<file path="src/hdl/pts_pkg.sv">
// package for the pseudocode token splitter
// request types, byte classes, lexer mode codes and queue sizing; no dependencies
package pts_pkg;

  localparam int QDEPTH = 4;
  localparam int QAW    = $clog2(QDEPTH);
  localparam int QCW    = $clog2(QDEPTH + 1);

  localparam logic [3:0] M_NONE    = 4'd0;
  localparam logic [3:0] M_NUMBER  = 4'd1;
  localparam logic [3:0] M_WORD    = 4'd2;
  localparam logic [3:0] M_STRING  = 4'd3;
  localparam logic [3:0] M_CHAR    = 4'd4;
  localparam logic [3:0] M_LESS    = 4'd5;
  localparam logic [3:0] M_EQUAL   = 4'd6;
  localparam logic [3:0] M_GREATER = 4'd7;
  localparam logic [3:0] M_DOT     = 4'd8;
  localparam logic [3:0] M_SLASH   = 4'd9;
  localparam logic [3:0] M_COMMENT = 4'd10;

  localparam logic [7:0] CH_SPACE  = 8'h20;
  localparam logic [7:0] CH_DQUOTE = 8'h22;
  localparam logic [7:0] CH_APOS   = 8'h27;
  localparam logic [7:0] CH_STAR   = 8'h2A;
  localparam logic [7:0] CH_MINUS  = 8'h2D;
  localparam logic [7:0] CH_DOT    = 8'h2E;
  localparam logic [7:0] CH_SLASH  = 8'h2F;
  localparam logic [7:0] CH_LT     = 8'h3C;
  localparam logic [7:0] CH_EQ     = 8'h3D;
  localparam logic [7:0] CH_GT     = 8'h3E;
  localparam logic [7:0] CH_BSLASH = 8'h5C;
  localparam logic [7:0] CH_UNDER  = 8'h5F;

  typedef struct packed {
    logic [7:0] text_byte;
    logic       first_of_text;
  } in_item_t;

  typedef struct packed {
    logic [7:0] out_byte;
    logic       starts_token;
    logic [3:0] mode_after;
  } out_item_t;

  typedef struct packed {
    logic is_digit;
    logic is_letter;
    logic is_under;
    logic is_apos;
    logic is_dquote;
    logic is_lt;
    logic is_eq;
    logic is_gt;
    logic is_dot;
    logic is_slash;
    logic is_star;
    logic is_minus;
    logic is_graph;
  } cls_t;

  typedef struct packed {
    logic [7:0] text_byte;
    logic       first_of_text;
    cls_t       cls;
  } q_item_t;

endpackage

</file>
<file path="src/hdl/pseudocode_token_splitter.sv">
// pseudocode token splitter, top level
// wires pts_front, pts_queue and pts_lexer; depends on pts_pkg
//
// One text byte is taken per request and up to one result follows for it, so the block
// runs at one byte per clock while out_stall stays low. A byte passes the classifier,
// waits in a four-entry queue and reaches the lexer, whose mode and previous-byte
// registers update once per byte; that loop sets the rate. A taken byte is written
// into a queue entry, and its result into the result register when the lexer pops it.
// Dropped bytes (blanks, control bytes other than 0x7F and high bytes outside a token,
// and bytes that end a number, word or operator without starting another token) give
// no result. in_stall rises only when the queue is full, which takes a stall on the
// output side.
module pseudocode_token_splitter import pts_pkg::*; (
  input  logic      clk,
  input  logic      rst_n,
  input  logic      in_valid,
  input  in_item_t  in_data,
  output logic      in_stall,
  output logic      out_valid,
  output out_item_t out_data,
  input  logic      out_stall
);

  logic    q_full;
  logic    push;
  q_item_t push_item;
  logic    pop;
  logic    q_valid;
  q_item_t q_item;

  pts_front u_front (
    .in_valid  (in_valid),
    .in_data   (in_data),
    .in_stall  (in_stall),
    .q_full    (q_full),
    .push      (push),
    .push_item (push_item)
  );

  pts_queue u_queue (
    .clk       (clk),
    .rst_n     (rst_n),
    .push      (push),
    .push_item (push_item),
    .full      (q_full),
    .pop       (pop),
    .q_valid   (q_valid),
    .q_item    (q_item)
  );

  pts_lexer u_lexer (
    .clk       (clk),
    .rst_n     (rst_n),
    .q_valid   (q_valid),
    .q_item    (q_item),
    .pop       (pop),
    .out_valid (out_valid),
    .out_data  (out_data),
    .out_stall (out_stall)
  );

endmodule

</file>
<file path="src/hdl/pts_front.sv">
// front end: takes input requests, classifies the byte and pushes it to the queue
// depends on pts_pkg
module pts_front import pts_pkg::*; (
  input  logic     in_valid,
  input  in_item_t in_data,
  output logic     in_stall,
  input  logic     q_full,
  output logic     push,
  output q_item_t  push_item
);

  logic [7:0] b;
  cls_t       c;

  assign b = in_data.text_byte;

  always_comb begin
    c.is_digit  = (b >= 8'h30) && (b <= 8'h39);
    c.is_letter = ((b >= 8'h41) && (b <= 8'h5A)) || ((b >= 8'h61) && (b <= 8'h7A));
    c.is_under  = (b == CH_UNDER);
    c.is_apos   = (b == CH_APOS);
    c.is_dquote = (b == CH_DQUOTE);
    c.is_lt     = (b == CH_LT);
    c.is_eq     = (b == CH_EQ);
    c.is_gt     = (b == CH_GT);
    c.is_dot    = (b == CH_DOT);
    c.is_slash  = (b == CH_SLASH);
    c.is_star   = (b == CH_STAR);
    c.is_minus  = (b == CH_MINUS);
    // unsigned compare; high bytes are kept out by bit 7 and rank apart from blank
    c.is_graph  = !b[7] && (b > CH_SPACE);
  end

  assign in_stall  = q_full;
  assign push      = in_valid && !q_full;
  assign push_item = '{text_byte: b, first_of_text: in_data.first_of_text, cls: c};

endmodule

</file>
<file path="src/hdl/pts_queue.sv">
// short queue between the classifying front end and the lexer back end
// depends on pts_pkg
module pts_queue import pts_pkg::*; (
  input  logic    clk,
  input  logic    rst_n,
  input  logic    push,
  input  q_item_t push_item,
  output logic    full,
  input  logic    pop,
  output logic    q_valid,
  output q_item_t q_item
);

  q_item_t        mem [QDEPTH];
  logic [QAW-1:0] wr_ptr_r, wr_ptr_nxt;
  logic [QAW-1:0] rd_ptr_r, rd_ptr_nxt;
  logic [QCW-1:0] count_r, count_nxt;

  assign full    = (count_r == QCW'(QDEPTH));
  assign q_valid = (count_r != '0);
  assign q_item  = mem[rd_ptr_r];

  always_comb begin
    wr_ptr_nxt = push ? wr_ptr_r + 1'b1 : wr_ptr_r;
    rd_ptr_nxt = pop ? rd_ptr_r + 1'b1 : rd_ptr_r;
    count_nxt  = count_r;
    if (push && !pop) begin
      count_nxt = count_r + 1'b1;
    end else if (pop && !push) begin
      count_nxt = count_r - 1'b1;
    end
  end

  always_ff @(posedge clk) begin
    if (!rst_n) begin
      wr_ptr_r <= '0;
      rd_ptr_r <= '0;
      count_r  <= '0;
    end else begin
      wr_ptr_r <= wr_ptr_nxt;
      rd_ptr_r <= rd_ptr_nxt;
      count_r  <= count_nxt;
    end
  end

  always_ff @(posedge clk) begin
    if (push) begin
      mem[wr_ptr_r] <= push_item;
    end
  end

  a_count_bound: assert property (@(posedge clk) disable iff (!rst_n)
    count_r <= QCW'(QDEPTH))
    else $error("queue count beyond depth");

  a_pop_nonempty: assert property (@(posedge clk) disable iff (!rst_n)
    pop |-> q_valid)
    else $error("pop from empty queue");

  a_fill: assert property (@(posedge clk) disable iff (!rst_n)
    (push && !pop) |=> count_r == $past(count_r) + 1'b1)
    else $error("queue count did not grow on push");

endmodule

</file>
<file path="src/hdl/pts_lexer.sv">
// back end: lexer mode update per queued byte and the output register
// depends on pts_pkg
module pts_lexer import pts_pkg::*; (
  input  logic      clk,
  input  logic      rst_n,
  input  logic      q_valid,
  input  q_item_t   q_item,
  output logic      pop,
  output logic      out_valid,
  output out_item_t out_data,
  input  logic      out_stall
);

  logic [3:0] mode_r, mode_nxt;
  logic [7:0] prev_r, prev_nxt;
  logic       out_valid_r, out_valid_nxt;
  out_item_t  out_data_r, out_data_nxt;

  logic [3:0] m0, m1, m2;
  logic [7:0] pv;
  logic       keep, start;
  cls_t       c;

  assign c   = q_item.cls;
  assign pop = q_valid && (!out_valid_r || !out_stall);

  always_comb begin
    m0    = q_item.first_of_text ? M_NONE : mode_r;
    pv    = q_item.first_of_text ? 8'h00 : prev_r;
    keep  = (m0 != M_NONE);
    start = 1'b0;

    // closing quote or closing star-slash
    m1 = m0;
    if ((m0 == M_STRING) && c.is_dquote) begin
      if (pv != CH_BSLASH) m1 = M_NONE;
    end else if ((m0 == M_CHAR) && c.is_apos) begin
      if (pv != CH_BSLASH) m1 = M_NONE;
    end else if ((m0 == M_COMMENT) && c.is_slash) begin
      if (pv == CH_STAR) m1 = M_NONE;
    end

    m2 = m1;
    case (m1)
      M_NUMBER: begin
        if (!c.is_digit && !c.is_dot) begin
          m2   = M_NONE;
          keep = 1'b0;
        end
      end
      M_WORD: begin
        if (!c.is_digit && !c.is_letter && !c.is_under && !c.is_apos) begin
          m2   = M_NONE;
          keep = 1'b0;
        end
      end
      M_LESS, M_EQUAL, M_GREATER: begin
        if (!c.is_eq && ((m1 != M_LESS) || (!c.is_minus && !c.is_gt))) begin
          keep = 1'b0;
        end
        m2 = M_NONE;
      end
      M_DOT: begin
        if (c.is_digit) begin
          m2 = M_NUMBER;
        end else begin
          m2   = M_NONE;
          keep = 1'b0;
        end
      end
      M_SLASH: begin
        if (c.is_slash || c.is_star) begin
          m2 = M_COMMENT;
        end else begin
          m2   = M_NONE;
          keep = 1'b0;
        end
      end
      default: begin
      end
    endcase

    // new token
    if ((m2 == M_NONE) && !keep && c.is_graph) begin
      start = 1'b1;
      if (c.is_digit)                   m2 = M_NUMBER;
      else if (c.is_letter || c.is_under) m2 = M_WORD;
      else if (c.is_dquote)             m2 = M_STRING;
      else if (c.is_apos)               m2 = M_CHAR;
      else if (c.is_lt)                 m2 = M_LESS;
      else if (c.is_eq)                 m2 = M_EQUAL;
      else if (c.is_gt)                 m2 = M_GREATER;
      else if (c.is_dot)                m2 = M_DOT;
      else if (c.is_slash)              m2 = M_SLASH;
    end
  end

  always_comb begin
    mode_nxt      = mode_r;
    prev_nxt      = prev_r;
    out_valid_nxt = out_valid_r && out_stall;
    out_data_nxt  = out_data_r;
    if (pop) begin
      mode_nxt      = m2;
      prev_nxt      = q_item.text_byte;
      out_valid_nxt = keep || start;
      out_data_nxt  = '{out_byte: q_item.text_byte, starts_token: start, mode_after: m2};
    end
  end

  always_ff @(posedge clk) begin
    if (!rst_n) begin
      mode_r      <= M_NONE;
      prev_r      <= 8'h00;
      out_valid_r <= 1'b0;
    end else begin
      mode_r      <= mode_nxt;
      prev_r      <= prev_nxt;
      out_valid_r <= out_valid_nxt;
    end
  end

  always_ff @(posedge clk) begin
    out_data_r <= out_data_nxt;
  end

  assign out_valid = out_valid_r;
  assign out_data  = out_data_r;

  a_mode_range: assert property (@(posedge clk) disable iff (!rst_n)
    mode_r <= M_COMMENT)
    else $error("lexer mode out of range");

  a_start_printable: assert property (@(posedge clk) disable iff (!rst_n)
    (out_valid_r && out_data_r.starts_token) |->
      (!out_data_r.out_byte[7] && (out_data_r.out_byte > CH_SPACE)))
    else $error("token started on blank or high byte");

  a_drain: assert property (@(posedge clk) disable iff (!rst_n)
    (out_valid_r && !out_stall && !pop) |=> !out_valid_r)
    else $error("taken result still shown");

  a_mode_follows: assert property (@(posedge clk) disable iff (!rst_n)
    (pop && (keep || start)) |=> (out_data_r.mode_after == mode_r))
    else $error("result mode differs from lexer mode");

endmodule
</file>
<file path="config.mk">
export PLATFORM = sky130hd
export DESIGN_NAME = pseudocode_token_splitter
export DESIGN_NICKNAME = d
export VERILOG_FILES = /design/src/hdl/pts_pkg.sv /design/src/hdl/pseudocode_token_splitter.sv /design/src/hdl/pts_front.sv /design/src/hdl/pts_queue.sv /design/src/hdl/pts_lexer.sv
export SDC_FILE = /design/constraint.sdc
export NUM_CORES = 1
export LEC_CHECK = 0
export ABC_AREA = 1
export CORE_ASPECT_RATIO = 0.9
export CORE_MARGIN = 1.5
export CORE_UTILIZATION = 59
export DETAILED_ROUTE_END_ITERATION = 10
export DONT_BUFFER_PORTS = 1
export GPL_ROUTABILITY_DRIVEN = 0
export MAX_ROUTING_LAYER = met4
export PLACE_DENSITY = 0.81
export SETUP_SLACK_MARGIN = 0.3
export SYNTH_ARGS = -nofsm -noshare
export SYNTH_HDL_FRONTEND = slang
export SYNTH_SLANG_ARGS = --single-unit
</file>
<file path="constraint.sdc">
create_clock -name clk -period 2.6 [get_ports clk]
set_input_delay 0.52 -clock clk [delete_from_list [all_inputs] [get_ports clk]]
set_output_delay 0.52 -clock clk [all_outputs]
set_load 0.01 [all_outputs]
</file>
Word-level counts from Yosys, hierarchy flattened --
Memories as Yosys holds them, arrays and structs flattened. A register that Yosys moved wholly into a read port is not among the register bits. Cells that the tools add are included.
Word-level totals: flip-flop bits (word level) 33, bits in latches 0, RAM bits 88, bits in read-only memories 0, input port bits 13, output and inout port bits 15, word-level logic and storage cells 127, memories 1
Operators by class: $add $sub $neg 4, $mul 0, divide/modulo/power cells 0, magnitude comparators 7, eq/ne operators 24, shift-type cells 0, mux-type cells 36, bitwise logic cells 0, reduce and logical (&&, ||, !) cells 46
Memories:
- u_queue.mem | words 4, bits a word 22, read ports 1, clocked after memory_dff 1, wr ports 1, RTL line pts_queue.sv:14 | q_item_t mem [QDEPTH];
Operators with widths (number):
- equality test 8 x 6 -> 1 bit, second input constant | 10
- two-way mux 4 bit | 19
- logical AND 1 bit | 20
- one-hot mux 4 bit (5 select lines) | 1
- equality test 4 x 3 -> 1 bit, second input constant | 4
- greater-or-equal comparator 8 x 7 -> 1 bit, second input constant | 2
- less-or-equal comparator 8 x 7 -> 1 bit, second input constant | 2
- logical NOT 1 bit | 15
- equality test 4 bit, second input constant | 3
- two-way mux 1 bit | 10
- equality test 4 x 2 -> 1 bit, second input constant | 2
- equality test 8 x 7 -> 1 bit, second input constant | 1
- greater-or-equal comparator 8 x 6 -> 1 bit, second input constant | 1
- greater-than comparator 8 x 6 -> 1 bit, second input constant | 1
- less-or-equal comparator 8 x 6 -> 1 bit, second input constant | 1
- two-way mux 8 bit | 1
- inequality test 8 x 7 -> 1 bit, second input constant | 1
- logical OR 1 bit | 6
- two-way mux 3 bit | 2
- one-hot mux 1 bit (5 select lines) | 1
- adder 2 x 1 -> 2 bit, second input constant | 2
- equality test 4 x 1 -> 1 bit, second input constant | 1
- logical NOT 4 bit | 1
- two-way mux 2 bit | 2
- other kinds (8) | 8

Depth between registers and ports, before layout --
Gate-level depths: netlist of run 1.
depth after elaboration 19, mapped depth 25, depth with buffers taken out 25

By module --
Synthesis of run 1 repeated with hierarchy kept, for this count alone.
Second synthesis, totals: cell total of the unflattened synthesis 548, area total of the unflattened synthesis 5607.9 um^2
By module, submodules not included:
- pts_queue | times used 1, cells an instance 272, area each 3739.8 um^2, seq. area each 2822.7 um^2
- pts_lexer | times used 1, cells an instance 214, area each 1562.7 um^2, seq. area each 650.6 um^2
- pts_front | times used 1, cells an instance 62, area each 305.3 um^2, seq. area each 0.0 um^2

Worst setup path after synthesis of run 1 --
No wires, ideal clock.
path kind input to register, from in in_valid, to mem u_queue.mem[0][0] in the netlist's numbering, enable pin, setup time 401 ps, data arrival time 1800 ps, required time 2199 ps, slack 399 ps, cell stages on the path 4, buffers on the path 0, path through inv_1 > nor2_1 > inv_1 > nor2_1
On the way: cells in the longest elaborated chain, start to end 3
Ends and longest elaborated chain:
- start: declaration | RTL line pseudocode_token_splitter.sv:16 | input logic in_valid,
- logical AND 1 bit | RTL line pts_front.sv:35 | assign push = in_valid && !q_full;
- via push | RTL line pseudocode_token_splitter.sv:25 | logic push;
- two-way mux 1 bit | RTL line pts_queue.sv:47 | if (push) begin
- two-way mux 1 bit (implied by the code) | RTL line pts_queue.sv:48 | mem[wr_ptr_r] <= push_item;
- end: declaration | RTL line pts_queue.sv:14
The timed path passes the listed nets, and every way through them passes these cells.

==> summary.txt, run 1 <==
Status
  • Status: finished, violations left
  • Failing checks: setup timing

Die
  • Rows: 32
  • Placeable Area: 0.00861 mm^2
  • Die Width: approximately 100 um
  • IO Count: 28
  • Total die area: 0.00950 mm^2
  • Initial cell density of the core: 61.2%
  • Die Span Y: roughly 93 um

CTS
  • CTS buffer count: 17
  • CTS tree: yes
  • Number of H-tree levels: 4
  • Hold Buf Count CTS: 0
  • Maximum buffer depth of the clock tree: 2
  • Worst skew pair latency: ~0.52 ns
  • Root Buffer Master: clkbuf_8
  • Clock transition at path regs: about 0.060 ns
  • Clk sinks: 123

Logic synthesis
  • Area share of the largest cell type after synthesis: between 50 and 60%
  • Yosys cell types: 43
  • Post-synth EDFFs: approximately 100
  • Net Count, Synth: ~500
  • Top post-synthesis cells by area: edfxtp_1 58%, dfxtp_1 8.4%, nand2_1 4.9%
  • Syn Inst Count: slightly below 500
  • Post-synthesis sequential area ratio: between 60% and 70%
  • Post-Syn Area: around 0.0053 mm^2
  • Count leader, synth: edfxtp_1
  • Syn avg cell area: 10.8 um^2
  • Synth cell count leaders: 101 x edfxtp_1, 69 x nand2_1, 68 x nor2_1, 48 x inv_1, 38 x o21ai_0
  • Synth Warn #: 0
  • FF+latch count, synth: 123
  • Top_reg_cell synth: edfxtp_1
  • Leading area contributor after synthesis: edfxtp_1
  • Ys async rst share: 0%

Critical path
  • Data arrival, critical path: 3.01 ns
  • Setup CP Type: register to register
  • CP startpoint kind: register
  • Worst reg-to-reg setup slack: -0.13 ns
  • Worst-path fanout max: 6
  • CP Capture Type: register
  • Worst EP required: around 2.9 ns

Global routing
  • Initial antenna violation count: 0
  • Vias in the first global route: 3,946
  • Largest net degree at the start of global routing: 23
  • Gr ovfl total: 0
  • First-pass GRT wire length: between 15,000 and 20,000 um
  • Tot GR Track Use: 28.9%

Pwr
  • Static Leak: approximately 0.0024 uW
  • Part of the power in registers: a little over a third
  • PwrDens: roughly 1300 mW/mm^2
  • Tot Pwr: between 8000 and 9000 uW
  • Combinational share of power: ~39%
  • Int Pwr: just over 5000 uW
  • Sw power: between 3000 and 4000 uW
  • Sw Ratio: a little under two fifths
  • Worst IR Drop VDD: slightly below 0.6 mV
  • Power share of the clock group: roughly a quarter

STA
  • Final setup fails: 9
  • Clock Skew: between 0.008 and 0.009 ns
  • Setup TNS: -0.688 ns
  • Slack of the critical path: -0.132 ns
  • Transition time of the tightest slew-check pin: 0.604 ns
  • Fmax: around 0.37 GHz
  • Final hold vios: 0
  • Relative slew slack: ~60%
  • RSZ-0062 raised after global routing: true
  • Slew Viols, Final: 0
  • Fin crit period: approximately 2.7 ns
  • Final worst path period share: 105%

Final layout
  • Fin area: approximately 0.0064 mm^2
  • Filler cell count: ~530
  • Non-filler cells, final: 655
  • Number of diodes: 0
  • Share of layout cells above drive strength 1: a little under a quarter
  • Syn-to-layout area delta: 21.4%
  • Nets: 543

Worst hold path
  • Hold Path Class: input pin to register

Detailed routing
  • # DRC: 0
  • Initial DRC Count: between 300 and 400
  • DR vias: between 3,000 and 4,000
  • Pre-Repair DR Iteration Count: 5
  • DR WL/cell: roughly 20 um
  • Antenna-violating nets left: 0
  • Routed wire length: 13,300 um
  • Average via count per standard cell: around 6.0

Placement
  • Placed cell area: about 0.0055 mm^2
  • Detailed-placement wirelength estimate: between 7000 and 8000 um
  • Cell Count Post-Placement: 604
  • I/O Buffers: 0

Job
  • Maxcap violations: 0
==> final timing paths <==
check,from,to,depth (start not counted)
worst min-delay path,in_data[4],u_queue.mem[1][17],0
worst max-delay path,register,u_lexer.out_data[3],19
worst max register to register,register,u_lexer.out_data[3],19
worst min register to register,u_lexer.prev_r[3],u_lexer.prev_r[3],2
==> routing by layer <==
layer | global-route usage (%) | routed length [um]
met2 | 45.8 | 6540
met3 | 7.92 | 1080
met1 | 33.5 | 5090
met5 | - | 0
met4 | 15.4 | 578
==> registers in the layout, summed over array words and instances, names as in the netlist, named ones only <==
name               flops
u_queue.mem           88
u_lexer.out_data      13
u_lexer.prev_r         8
u_lexer.mode_r         4
u_queue.count_r        3
u_queue.rd_ptr_r       2
u_queue.wr_ptr_r       2
u_lexer.out_valid      1
==> cells by family after synthesis <==
kind of cell	after synthesis	share of synthesized area, %
adders and majority gates	6	1.57
AOI/OAI and AO/OA	97	11.2
DFF	123	65.9
buffers and inverters	69	5.37
and+or+nand+nor	191	16.0
==> power groups by stage <==
stage | registers (uW) | logic (uW) | clock network, uW
2_1_floorplan | 2820 | 1710 | 0
3_3_place_gp | 2860 | 2220 | 0
3_5_place_dp | 2870 | 2330 | 0
4_1_cts | 2860 | 2680 | 2140
5_1_grt | 2930 | 3400 | 2230
6_report | 2890 | 3160 | 2130
==> timing repair <==
action | 4_1_cts | 5_1_grt
setup buffers | 12 | 6
endpoints found under the setup margin | 10 | 10
cloned | 1 | 1
resized for setup | 25 | 34
pin swaps | 8 | 16
==> worst max-delay path, stage by stage, from the launching register on <==
cell       delay, ns
dfxtp_4         0.39
clkbuf_16       0.17
nor2_4          0.07
nor2_1          0.04
o21ai_1         0.10
nand2_2         0.13
nand3_4         0.12
nand2_1         0.06
inv_1           0.13
nand4_1         0.26
nand2_1         0.21
inv_2           0.08
nor2_4          0.12
o2111ai_2       0.11
o21ai_2         0.10
nand2_2         0.10
inv_4           0.11
nand2_2         0.06
nand2_2         0.08
inv_2           0.03
==> stage by stage <==
step / setup WS, ns / hold slack [ns] / util [%]
after floorplan: 0.399 / 0.436 / -
after global placement: 0.198 / 0.442 / 63.6
after detailed placement: 0.0381 / 0.456 / 63.6
after CTS: 0.205 / 0.0742 / 72.2
after global routing: -0.288 / 0.0729 / 74.3
final: -0.132 / 0.0933 / 74.3
==> layout by cell type, fill, tap and decap left out, types with 8 or more instances in the layout <==
cell / Yosys / final
a21oi_1: 22 / 21
buf_4: 1 / 31
clkbuf_16: 0 / 17
dfxtp_1: 22 / 20
edfxtp_1: 101 / 101
inv_1: 48 / 43
nand2_1: 69 / 59
nand2_2: 4 / 12
nand3_1: 25 / 17
nand3_2: 2 / 8
nor2_1: 68 / 57
o21ai_0: 38 / 36
o22ai_1: 9 / 9
==> cell type report <==
class                   count  area [um^2]  area share (%)
flip-flops and latches    123         3480            54.4
multi-input cells         294         1710            26.7
clock buffers              20          425            6.65
repair buffers             35          322            5.03
inverters                  53          211            3.31
well taps                 119          149            2.33
clock inverters            11          104            1.62
(Power assumes the default switching activity.)
==> inputs of run 2 (changes only) <==
- PLACE_DENSITY: 0.81 -> 0.79
==> run 2 against run 1 <==
  * The flow still finishes with violations (setup timing)
  * Wire length rose by 1.0%
  * First-iteration DRC count rose by 5.0%
  * Register-to-register slack improved by 0.05 ns
  * Utilization rose by 2.4 points
  * Sequential share of layout area fell by 1.7 points
  * Clock-buffer cell count fell by 3
  * Via count rose by 0.86%
  * Sequential cell count did not move
  * Clock power rose by 14%
  * Hold slack got worse by 0.012 ns
  * Total power rose by 5.6%
  * Critical path type unchanged
==> summary.txt, run 2 (synthesis gave the netlist of run 1 again) <==
Worst hold path
  • Min-Delay Path Depth: 0 (unchanged)
  • Hold Crit Start: in_data[8]
  • Worst Hold End: u_queue.mem[2][21]
  • Hold Path Class: input pin to register

STA
  • Transition time of the tightest slew-check pin: 0.737 ns (+0.133 ns)
  • Fin crit period: 2.69 ns (-0.0455 ns)
  • Final setup fails: 4 (-5)
  • Slew Viols, Final: 0 (unchanged)
  • Final worst path period share: 103% (-1.7 points)
  • Fmax: 0.372 GHz (+1.7%)
  • Setup TNS: -0.148 ns (+0.540 ns)
  • Final hold vios: 0 (unchanged)
  • Clock Skew: 0.0114 ns (+0.00301 ns)
  • RSZ-0062 raised after global routing: true
  • Slack of the critical path: -0.0863 ns (+0.0455 ns)
  • Relative slew slack: 50.4% (-9.0 points)

Pwr
  • Static Leak: 0.00248 uW (+2.3%)
  • PwrDens: 1310 mW/mm^2 (+2.3%)
  • Worst IR Drop VDD: 0.593 mV (+1.7%)

Critical path
  • Crit path buffers/inverters: 5 (unchanged)
  • Slowest-stage cell, CP: dfxtp_4
  • Critical path's top delay family: simple AND/OR/NAND/NOR gates
  • Data arrival, critical path: 2.97 ns (-0.04 ns)
  • Worst path max stage delay: 0.44 ns (+0.05 ns)
  • Crit path top cell by count: nand2_2
  • Worst reg-to-reg setup slack: -0.09 ns (+0.05 ns)
  • Worst-path fanout max: 7 (+1)
  • CP Capture Type: register
  • Setup CP Type: register to register
  • Worst EP required: 2.88 ns (about the same)
  • Worst reg-to-reg path cell count: 15 (-4)
  • CP startpoint kind: register
  • Critical path, cell by cell: clkinv_8, buf_8, buf_4, o31ai_2, nand2_2, nor3b_4, o21ai_4, nor2_4, o2111ai_2, o21ai_2, nand2_2, clkinv_4, nand2_2, nand2_2, inv_2
  • FF-to-FF End: u_lexer.out_data[3]

Die
  • Rows: 32 (unchanged)
  • Die Width: 103 um (unchanged)
  • Total die area: 0.00950 mm^2 (unchanged)
  • Placeable Area: 0.00861 mm^2 (unchanged)
  • Die Span Y: 92.6 um (unchanged)
  • IO Count: 28 (unchanged)
  • Initial cell density of the core: 61.2% (unchanged)

CTS
  • Clk sinks: 123 (unchanged)
  • Maximum buffer depth of the clock tree: 2 (unchanged)
  • CTS tree: yes
  • Root Buffer Master: clkbuf_8
  • Worst skew pair latency: 0.53 ns (about the same)
  • CTS buffer count: 17 (unchanged)
  • Clock transition at path regs: 0.06 ns (about the same)
  • Number of H-tree levels: 4 (unchanged)

Placement
  • Detailed-placement wirelength estimate: 7250 um (+0.57%)
  • I/O Buffers: 0 (unchanged)

Detailed routing
  • Routed wire length: 13,400 um (+1.0%)
  • # DRC: 0 (unchanged)
  • Pre-Repair DR Iteration Count: 5 (unchanged)
  • DR WL/cell: 20.4 um (+0.72%)
  • Initial DRC Count: 355 (+5.0%)
  • Antenna-violating nets left: 0 (unchanged)
  • Average via count per standard cell: 6.08 (+0.55%)
  • DR vias: 3,994 (+0.86%)

Final layout
  • Nets: 544 (+0.18%)
  • Commonest non-fill, non-tap cell in the layout: edfxtp_1
  • Filler cell count: 463 (-12%)
  • Register with the most flip-flops: u_queue.mem
  • Max reg flops: 88 (unchanged)
  • Share of layout cells above drive strength 1: 28.3% (+4.9 points)
  • Commonest non-fill, non-tap cells in the layout: 101 x edfxtp_1, 54 x nor2_1, 52 x nand2_1
  • Post-layout util: 76.7% (+2.4 points)
  • Number of diodes: 0 (unchanged)
  • Syn-to-layout area delta: 25.3%

Job
  • Maxcap violations: 0 (unchanged)

Global routing
  • First-pass GRT wire length: 18,800 um (-2.7%)
  • Largest net degree at the start of global routing: 25 (+8.7%)
  • Tot GR Track Use: 28.1% (-0.80 points)
  • Gr ovfl total: 0 (unchanged)
  • Vias in the first global route: 3,702 (-6.2%)
  • Initial antenna violation count: 0 (unchanged)

Status
  • Status: finished, violations left
  • Failing checks: setup timing
-- run 2: cell count changes in the layout (fill, tap and decap cells not counted), sizes merged --
cell      before  now
clkinvlp       2    3
clkbuf        21   18
bufinv         2    4
inv           53   55
-- run 2: cell type report --
| type | count | area [um^2] | area share (%) |
|---|---|---|---|
| sequential | 123 | 3480 | 52.7 |
| multi-input combinational | 294 | 1800 | 27.3 |
| clock buffer | 17 | 414 | 6.27 |
| timing repair buffer | 35 | 329 | 4.98 |
| inverter | 53 | 224 | 3.39 |
| clock inverter | 15 | 195 | 2.96 |
| tap | 119 | 149 | 2.26 |
| timing repair inverter | 1 | 8.76 | 0.133 |
-- run 2: through the flow --
step	hold WS [ns]	cell area [um^2]	power (uW)	cells	setup WS (ns)
final	0.0815	6600	8640	657	-0.0863
after global routing	0.0647	6600	9020	657	-0.181
after CTS	0.0718	6240	7900	643	0.209
after detailed placement	0.458	5480	5200	606	0.0532
after global placement	0.445	5480	5080	606	0.197
after floorplan	0.436	5270	4530	486	0.399
-- run 2: power by group --
group          switching [uW]  internal [uW]  total (uW)
sequential                286           2610        2900
combinational            2100           1210        3310
clock                     877           1550        2430
total                    3270           5380        8640
-- run 2: how the worst max path moves through the flow --
stage / slack (ns) / cells after the start / endpoint
final: -0.09 / 15 / u_lexer.out_data[3]
after global routing: -0.18 / 22 / u_lexer.out_data[3]
after CTS: 0.21 / 19 / u_lexer.out_data[3]
after detailed placement: 0.05 / 20 / u_lexer.out_data[3]
after global placement: 0.20 / 18 / u_lexer.out_data[3]
after floorplan: 0.40 / 4 / u_queue.mem[0][0]
-- run 2: what timing repair did --
action,CTS,global route
gates resized for setup,25,69
pin swaps,10,29
setup endpoints to repair,10,10
hold buffers,0,0
gates cloned,1,2
setup buffers,4,12
-- run 2: routing by layer --
metal | vias to the layer above | global-route usage (%) | routed length (um)
met5 | - | - | 0
met4 | 0 | 12.0 | 493
met3 | 54 | 8.23 | 1210
met2 | 249 | 42.7 | 6610
met1 | 1901 | 35.3 | 5110
li1 | 1790 | - | -
==> inputs of run 3 (changes only) <==
- clock period: 2.6 -> 2.8 ns (I/O delays scaled with it)
==> run 3 against run 2 <==
  * The run now ends clean
  * Non-clock buffer count fell by 7
  * Clock skew down 0.0048 ns
  * Via count down 0.43%
  * Combinational power is 18% lower
==> summary.txt, run 3 (synthesis gave the netlist of run 1 again) <==
Status
  • Status: finished, final reports clean

Die
  • IO Count: 28 (unchanged)
  • Die Span Y: 92.6 um (unchanged)
  • Rows: 32 (unchanged)
  • Die Width: 103 um (unchanged)
  • Initial cell density of the core: 61.2% (unchanged)
  • Total die area: 0.00950 mm^2 (unchanged)
  • Placeable Area: 0.00861 mm^2 (unchanged)

Pwr
  • Worst IR Drop VDD: 0.624 mV (+5.3%)
  • PwrDens: 1170 mW/mm^2 (-10%)
  • Sw Ratio: 38.5% (+0.67 points)
  • Power share of the clock group: 27.6% (-0.5 points)
  • Static Leak: 0.00240 uW (-3.1%)
  • Combinational share of power: 36.5% (-1.8 points)
  • Sw power: 2860 uW (-12%)
  • Part of the power in registers: 35.9% (+2.4 points)
  • Int Pwr: 4580 uW (-15%)
  • Tot Pwr: 7430 uW (-14%)

Critical path
  • Worst path max stage delay: 0.40 ns (-0.04 ns)
  • CP startpoint kind: register
  • Setup CP Type: register to register
  • Worst EP required: 3.09 ns (+0.21 ns)
  • Critical path's top delay family: simple AND/OR/NAND/NOR gates
  • Crit path top cell by count: nand2_2
  • Slowest-stage cell, CP: dfxtp_4
  • CP Capture Type: register
  • Critical path, cell by cell: clkbuf_16, nor2_4, nor2_1, o21ai_1, nand2_1, nand3_2, nand4_1, nor2_2, nor2_2, nand2_2, inv_2, nor2_4, o2111ai_2, o21ai_2, nand2_2, inv_4, nand2_1, nand2_2, inv_1
  • Crit path buffers/inverters: 4 (-1)
  • Worst-path fanout max: 6 (-1)
  • Data arrival, critical path: 2.94 ns (-0.03 ns)

Detailed routing
  • Pre-Repair DR Iteration Count: 7 (+2)
  • # DRC: 0 (unchanged)
  • DR vias: 3,977 (-0.43%)
  • Initial DRC Count: 422 (+19%)
  • Antenna-violating nets left: 0 (unchanged)
  • DR WL/cell: 19.5 um (-4.5%)
  • Average via count per standard cell: 6.13 (+0.80%)
  • Routed wire length: 12,700 um (-5.7%)

STA
  • Clock Skew: 0.00660 ns (-0.00476 ns)
  • RSZ-0062 raised after global routing: true
  • Relative slew slack: 48.1% (-2.3 points)
  • Transition time of the tightest slew-check pin: 0.777 ns (+0.0401 ns)
  • Final hold vios: 0 (unchanged)
  • Final worst path period share: 94.9% (-8.4 points)
  • Final setup fails: 0 (-4)
  • Fin crit period: 2.66 ns (-0.0298 ns)
  • Fmax: 0.376 GHz (+1.1%)
  • Slew Viols, Final: 0 (unchanged)

Final layout
  • Syn-to-layout area delta: 20.2%
  • Non-filler cells, final: 649 (-1.2%)
  • Commonest non-fill, non-tap cells in the layout: 101 x edfxtp_1, 61 x nand2_1, 58 x nor2_1
  • Nets: 536 (-1.5%)
  • Number of diodes: 0 (unchanged)
  • Commonest non-fill, non-tap cell in the layout: edfxtp_1
  • Share of layout cells above drive strength 1: 22.3% (-6.0 points)
  • Max reg flops: 88 (unchanged)
  • Filler cell count: 549 (+19%)
  • Register with the most flip-flops: u_queue.mem

Placement
  • I/O Buffers: 0 (unchanged)
  • Detailed-placement wirelength estimate: 6770 um (-6.7%)
  • Cell Count Post-Placement: 600 (-0.99%)

Global routing
  • First-pass GRT wire length: 18,000 um (-4.3%)
  • Vias in the first global route: 3,631 (-1.9%)
  • Tot GR Track Use: 26.7% (-1.4 points)
  • Initial antenna violation count: 0 (unchanged)
  • Largest net degree at the start of global routing: 25 (unchanged)
  • Gr ovfl total: 0 (unchanged)

CTS
  • Worst skew pair latency: 0.52 ns (about the same)
  • Clock transition at path regs: 0.06 ns (about the same)
  • Hold Buf Count CTS: 0 (unchanged)
  • Maximum buffer depth of the clock tree: 2 (unchanged)
  • Root Buffer Master: clkbuf_8
  • CTS tree: yes
  • Clk sinks: 123 (unchanged)
  • CTS buffer count: 17 (unchanged)
  • Number of H-tree levels: 4 (unchanged)

Job
  • Maxcap violations: 0 (unchanged)

Worst hold path
  • Hold Path Class: input pin to register
-- run 3: power groups by stage --
stage	Sequential, uW	Clock [uW]	Combinational, uW
after global placement	2650	0	2020
after CTS	2640	2050	2200
final	2670	2050	2710
after global routing	2710	2140	2930
after detailed placement	2660	0	2090
after floorplan	2620	0	1580
-- run 3: worst paths after layout --
kind	start	endpoint	slack [ns]	depth (start not counted)
setup / recovery	register	u_lexer.out_data[3]	0.14	19
setup reg to reg	register	u_lexer.out_data[3]	0.14	19
hold reg to reg	u_queue.rd_ptr_r[1]	register	0.46	2
hold / removal	in_data[3]	u_queue.mem[0][16]	0.13	0
-- run 3: per-layer routing --
metal | wire length [um] | track usage (%) | vias to the layer above
met5 | 0 | - | -
met3 | 1090 | 7.09 | 51
met4 | 348 | 10.5 | 0
li1 | - | - | 1772
met1 | 5170 | 33.7 | 1895
met2 | 6060 | 41.3 | 259
-- run 3: worst register-to-register path, cell delays in order (launching register included) --
cell and delay [ns]:
dfxtp_4 0.40, clkbuf_16 0.18, nor2_4 0.09, nor2_1 0.06, o21ai_1 0.09, nand2_1 0.13, nand3_2 0.14, nand4_1 0.18
nor2_2 0.20, nor2_2 0.09, nand2_2 0.11, inv_2 0.08, nor2_4 0.13, o2111ai_2 0.11, o21ai_2 0.09, nand2_2 0.09
inv_4 0.10, nand2_1 0.06, nand2_2 0.07, inv_1 0.04
-- run 3: through the flow --
step                instance area [um^2]  TNS, ns  hold slack [ns]  setup WS, ns  utilization, %
CTS                                 6040        0            0.117         0.326            70.2
global route                        6330  -0.0945            0.112       -0.0637            73.5
global placement                    5430        0            0.448         0.251            63.1
finish                              6330        0            0.128         0.143            73.5
detailed placement                  5430        0            0.456         0.178            63.1
floorplan                           5270        0            0.436         0.559               -
-- run 3: layout make-up --
class	instances	area, um^2	area share [%]
sequential	123	3480	55.0
multi-input combinational	294	1650	26.0
clock buffer	17	414	6.54
timing repair buffer	28	290	4.59
inverter	53	211	3.34
tap	119	149	2.35
clock inverter	15	141	2.23
-- run 3: what timing repair did --
| item | 4_1_cts | 5_1_grt |
|---|---|---|
| resized for setup | 7 | 40 |
| cloned | 1 | 2 |
| pin swaps | 0 | 25 |
| setup buffers | 0 | 14 |
| endpoints found under the setup margin | 9 | 9 |
